File: src/rtl/assert_macros.svh
// assertion macros used by the queue rtl
// depends on nothing; included by the modules that carry checks
`ifndef ASSERT_MACROS_SVH
`define ASSERT_MACROS_SVH

// antecedent implies consequent in the same cycle
`define DFQ_ASSERT_IMP(lbl, clk, rstn, ante, cons) \
    lbl: assert property (@(posedge clk) disable iff (!rstn) (ante) |-> (cons)) \
        else $error("check failed: same-cycle implication");

// antecedent implies consequent in the next cycle
`define DFQ_ASSERT_NEXT(lbl, clk, rstn, ante, cons) \
    lbl: assert property (@(posedge clk) disable iff (!rstn) (ante) |=> (cons)) \
        else $error("check failed: next-cycle implication");

// expression must never hold
`define DFQ_ASSERT_NEVER(lbl, clk, rstn, expr) \
    lbl: assert property (@(posedge clk) disable iff (!rstn) !(expr)) \
        else $error("check failed: forbidden condition");

`endif

File: src/rtl/dfq_pkg.sv
`timescale 1ns / 1ps
// shared types and constants of the deduplicating queue
// no dependencies; imported by every module of the block but dfq_ram
package dfq_pkg;

    localparam int ID_SPACE_DEF    = 65536;
    localparam int QUEUE_DEPTH_DEF = 1024;
    localparam int TAG_BITS_DEF    = 32;
    localparam int ID_BITS         = 16;
    localparam int TAG_PORT_BITS   = 32;

    localparam logic ACT_PUSH = 1'b0;
    localparam logic ACT_POP  = 1'b1;

    typedef enum logic [2:0] {
        ST_PUSHED = 3'd0,
        ST_DUP    = 3'd1,
        ST_FULL   = 3'd2,
        ST_POPPED = 3'd3,
        ST_EMPTY  = 3'd4
    } status_t;

    typedef struct packed {
        logic                     action;
        logic [ID_BITS-1:0]       item_id;
        logic [TAG_PORT_BITS-1:0] tag;
    } cmd_t;

    typedef struct packed {
        status_t                  status;
        logic [ID_BITS-1:0]       out_id;
        logic [TAG_PORT_BITS-1:0] out_tag;
    } rsp_t;

    typedef enum logic [2:0] {
        S_CLEAR,
        S_IDLE,
        S_MUL,
        S_MOD,
        S_LOOK,
        S_EXEC
    } state_t;

    // controller to datapath
    typedef struct packed {
        logic clr_en;
        logic load_item;
        logic mul_en;
        logic mod_en;
        logic map_re;
        logic entry_re;
        logic exec_en;
    } ctl_cmd_t;

    // datapath to controller
    typedef struct packed {
        logic clr_done;
        logic cmd_pop;
        logic out_free;
    } ctl_sts_t;

endpackage

File: src/rtl/dfq_ctrl.sv
`timescale 1ns / 1ps
// controller: clearing pass, per-word sequencing, handshake on the command side
// depends on dfq_pkg
module dfq_ctrl (
    input  logic              clk,
    input  logic              rst_n,
    input  logic              cmd_valid,
    output logic              cmd_stall,
    output dfq_pkg::ctl_cmd_t ctl,
    input  dfq_pkg::ctl_sts_t sts
);

    import dfq_pkg::*;

    state_t state_reg;
    state_t state_next;

    always_comb
    begin
        state_next = state_reg;
        case (state_reg)
            S_CLEAR:
            begin
                if (sts.clr_done)
                begin
                    state_next = S_IDLE;
                end
            end
            S_IDLE:
            begin
                if (cmd_valid)
                begin
                    state_next = sts.cmd_pop ? S_EXEC : S_MUL;
                end
            end
            S_MUL:
            begin
                state_next = S_MOD;
            end
            S_MOD:
            begin
                state_next = S_LOOK;
            end
            S_LOOK:
            begin
                state_next = S_EXEC;
            end
            S_EXEC:
            begin
                if (sts.out_free)
                begin
                    state_next = S_IDLE;
                end
            end
            default:
            begin
                state_next = S_CLEAR;
            end
        endcase
    end

    always_comb
    begin
        ctl       = '0;
        cmd_stall = 1'b1;
        case (state_reg)
            S_CLEAR:
            begin
                ctl.clr_en = 1'b1;
            end
            S_IDLE:
            begin
                cmd_stall     = 1'b0;
                ctl.load_item = cmd_valid;
                ctl.entry_re  = 1'b1;
            end
            S_MUL:
            begin
                ctl.mul_en = 1'b1;
            end
            S_MOD:
            begin
                ctl.mod_en = 1'b1;
            end
            S_LOOK:
            begin
                ctl.map_re = 1'b1;
            end
            S_EXEC:
            begin
                ctl.exec_en = sts.out_free;
            end
            default:
            begin
                ctl = '0;
            end
        endcase
    end

    always_ff @(posedge clk or negedge rst_n)
    begin
        if (!rst_n)
        begin
            state_reg <= S_CLEAR;
        end
        else
        begin
            state_reg <= state_next;
        end
    end

endmodule

File: config.mk
export PLATFORM = sky130hd
export DESIGN_NAME = dfq_ctrl
export DESIGN_NICKNAME = d
export VERILOG_FILES = /design/src/rtl/assert_macros.svh /design/src/rtl/dfq_pkg.sv /design/src/rtl/dfq_ctrl.sv
export SDC_FILE = /design/constraint.sdc
export NUM_CORES = 1
export LEC_CHECK = 0
export ABC_CLOCK_PERIOD_IN_PS = 3250
export BUFFER_PORTS_ARGS = -buffer_cell sky130_fd_sc_hd__clkbuf_2
export CORE_AREA = 2 2 39 41
export CTS_CLUSTER_DIAMETER = 50
export DETAILED_ROUTE_END_ITERATION = 6
export DIE_AREA = 0 0 41 43
export GPL_ROUTABILITY_DRIVEN = 0
export SLEW_MARGIN = 40
export SYNTH_ARGS = -nofsm -noshare
export SYNTH_HDL_FRONTEND = slang
export SYNTH_SLANG_ARGS = --single-unit
File: constraint.sdc
create_clock -name clk -period 3.25 [get_ports clk]
set_input_delay 0.325 -clock clk [delete_from_list [all_inputs] [get_ports clk]]
set_output_delay 0.325 -clock clk [all_outputs]
set_load 0.005 [all_outputs]
==> results.md <==
- Setup TNS: 0 ps
- Worst-Margin Slew: 329 ps
- Sequential area share after synthesis: 37.5%
- Fin crit period: 1650 ps
- Critical path data arrival time: 1320 ps
- Worst-Skew Late Latency: 230 ps
- Vias: 241
- Period utilization: 50.7%
- Setup crit end kind: output port
- Slew HR: 77.9%
- Post-Synthesis Cells: 26
- Max-cap violations: 0
- CTS buffer count: 3
- CTS hold repair buffers: 1
- Routed vias/inst: 4.16
- WHS: 325 ps
- Fin util: 22.7%
- Max Buffers Root-to-Sink: 2
- Reg clk slew, reported paths: 40 ps
- Largest net degree at the start of global routing: 11
- XOR/XNOR Fraction of Synth Area: 0%
- PD cells: 843 mW/mm^2
- Net load switching power: 0.107 mW
- Simple-gate share of the synthesized area: 38.1%
- DRT Pass-1 Iters: 4
- Post-Synth Adder-Cell Area: 0%
- Compound-gate portion of the synthesized area: 16.9%
- RSZ-0062 raised after global routing: false
- # fillers: 168
- Final hold viol count: 0
- Leak: 0.155 nW
- Max IR drop VDD: 0.261 mV
- CP Cell Sequence: nor3_1 -> and2_1 -> clkbuf_2
- Sequential power share: 32.4%
- Register bit total from synthesis: 3
- CTS tree: done
- Core area: 0.00138 mm^2
- Clock Skew: 0.956 ps
- 1st-iter DRT viols: 7
- WL final: 537 um
- First-pass GRT wire length: 1050 um
- Clock power frac: 24.5%
- Ports: 14
- Yosys cell types: 17
- IO Port Bufs: 13
- CP Launch Type: flop
- Sw Share: 40.4%
- Largest family of logic cells by synthesized area: simple AND/OR/NAND/NOR gates
- Post-DP HPWL: 392 um
- Multi-input gate area: 110 um^2
- Hold WC Path Type: input pin to flop
- Number of setup buffers added after CTS: 0
- Combinational share of power: 43.1%
- Share of post-route cells with drive strength above 1: 42.9%
- Number of flip-flops in the largest register: 3
- Avg Inst Size Synth: 7.70 um^2
- Clk root buf: clkbuf_4
- # DRC: 0
- N_diodes: 0
- Yosys Warn Count: 0
- Layout Nets: 49
- Routed len/inst: 9.26 um
- Final setup vio count: 0
- Outcome: complete, no violations
- Cell internal pwr: 0.158 mW
- Initial antenna violation count: 0
- Initial core utilization: 14.5%
- Slew Limit Fails: 0
- Worst EP required: 2920 ps
- GR Util All Layers: 9.77%
- CP max stage delay: 460 ps
- Die area: 0.00176 mm^2
- ANT nets after route: 0
- Die Wd: 41 um
- H-tree lvl count: 1
- Syn-to-layout area delta: 56.9%
- WS Path Type: flop to output port
- Multiplexer share of the synthesized area: 0%
- Synthesized area: 200 um^2
- Vert. Die Dim: 43 um
- Crit path max-delay cell type: dfrtp_1
- Grt total ovfl: 0
- Rows: 14
- Non-Filler Instances: 58
- CTS resizes: 0
- Syn nets: 32
- Dpl cells: 53
- FMAX: 607 MHz
- Crit-path max FO: 9
- Vias in the first global route: 228
- CTS sink cnt: 3
- FF+latch area: 75.1 um^2
==> cell usage after synthesis (all sizes together) <==
| library cell | instances | area, um^2 |
|---|---|---|
| a21oi | 3 | 15.0 |
| and2 | 2 | 13.8 |
| clkbuf | 2 | 7.51 |
| dfrtp | 3 | 75.1 |
| inv | 2 | 7.50 |
| nand2 | 1 | 3.75 |
| nand2b | 1 | 6.26 |
| nor2 | 2 | 7.51 |
| nor2b | 1 | 6.26 |
| nor3 | 2 | 10.0 |
| nor3b | 2 | 15.0 |
| o21ai | 2 | 10.0 |
| o32ai | 1 | 8.76 |
| or2b | 1 | 7.51 |
| or3 | 1 | 6.26 |
==> critical path: cells and delay by family, from the launching register on <==
| family | cells | cell delay (ps) |
|---|---|---|
| AND/OR/NAND/NOR | 2 | 520 |
| buffers and inverters | 1 | 100 |
| flip-flops | 1 | 460 |
==> worst paths after layout <==
path,from,end,slack (ps),cells past startpoint
max,state_reg[2]$_DFFE_PN0P_,ctl[5],1600,3
min,sts[2],state_reg[0]$_DFFE_PN0P_,330,3
max reg2reg,state_reg[0]$_DFFE_PN0P_,state_reg[1]$_DFFE_PN0P_,2160,3
min reg2reg,state_reg[2]$_DFFE_PN0P_,state_reg[1]$_DFFE_PN0P_,610,1
max in group asynchronous,rst_n,state_reg[0]$_DFFE_PN0P_,2710,2
min in group asynchronous,rst_n,state_reg[1]$_DFFE_PN0P_,430,2
==> layout make-up <==
type / count / area share (%)
clock buffers: 4 / 8.37
inverters: 2 / 2.39
multi-input cells: 19 / 35.1
flip-flops and latches: 3 / 23.9
well taps: 16 / 6.37
repair buffers: 14 / 23.9
==> power by group through the flow <==
stage	logic, mW	clock network (mW)	registers, mW
after detailed placement	0.114	0	0.0857
final	0.114	0.0648	0.0857
after CTS	0.116	0.0691	0.0859
after global placement	0.114	0	0.0835
after global routing	0.134	0.0775	0.0911
after floorplan	0.0852	0	0.0638
==> cell usage in the layout (no fill, tap or decap), types with 2 or more instances in the layout <==
cell / Yosys / final
nor3_1: 2 / 2
clkbuf_4: 0 / 3
nor2_1: 2 / 2
nor3b_1: 2 / 2
o21ai_0: 2 / 2
dfrtp_1: 3 / 3
clkbuf_2: 0 / 13
a21oi_1: 3 / 3
==> per-stage QoR <==
stage          total power, mW  setup WS (ps)  instance area (um^2)
6_report                 0.265           1600                   314
5_1_grt                  0.303           1490                   314
4_1_cts                  0.271           1590                   314
3_5_place_dp             0.199           1840                   278
3_3_place_gp             0.197           1870                   278
2_1_floorplan            0.149           1920                   200
==> per-layer routing <==
metal	GRT usage, %	wire length [um]	up-vias
met1	12.0	251	107
li1	-	-	120
met2	10.3	223	12
met4	10.0	14	0
met3	6.28	47	2
met5	0	0	-
==> cell families (layout without fill, tap and decap cells) <==
| logic type | count (synthesis) | count (layout) |
|---|---|---|
| AOI/OAI and AO/OA | 6 | 6 |
| buffers and inverters | 4 | 20 |
| DFF | 3 | 3 |
| and+or+nand+nor | 13 | 13 |
Note: power is estimated with default switching activity, not from simulation.
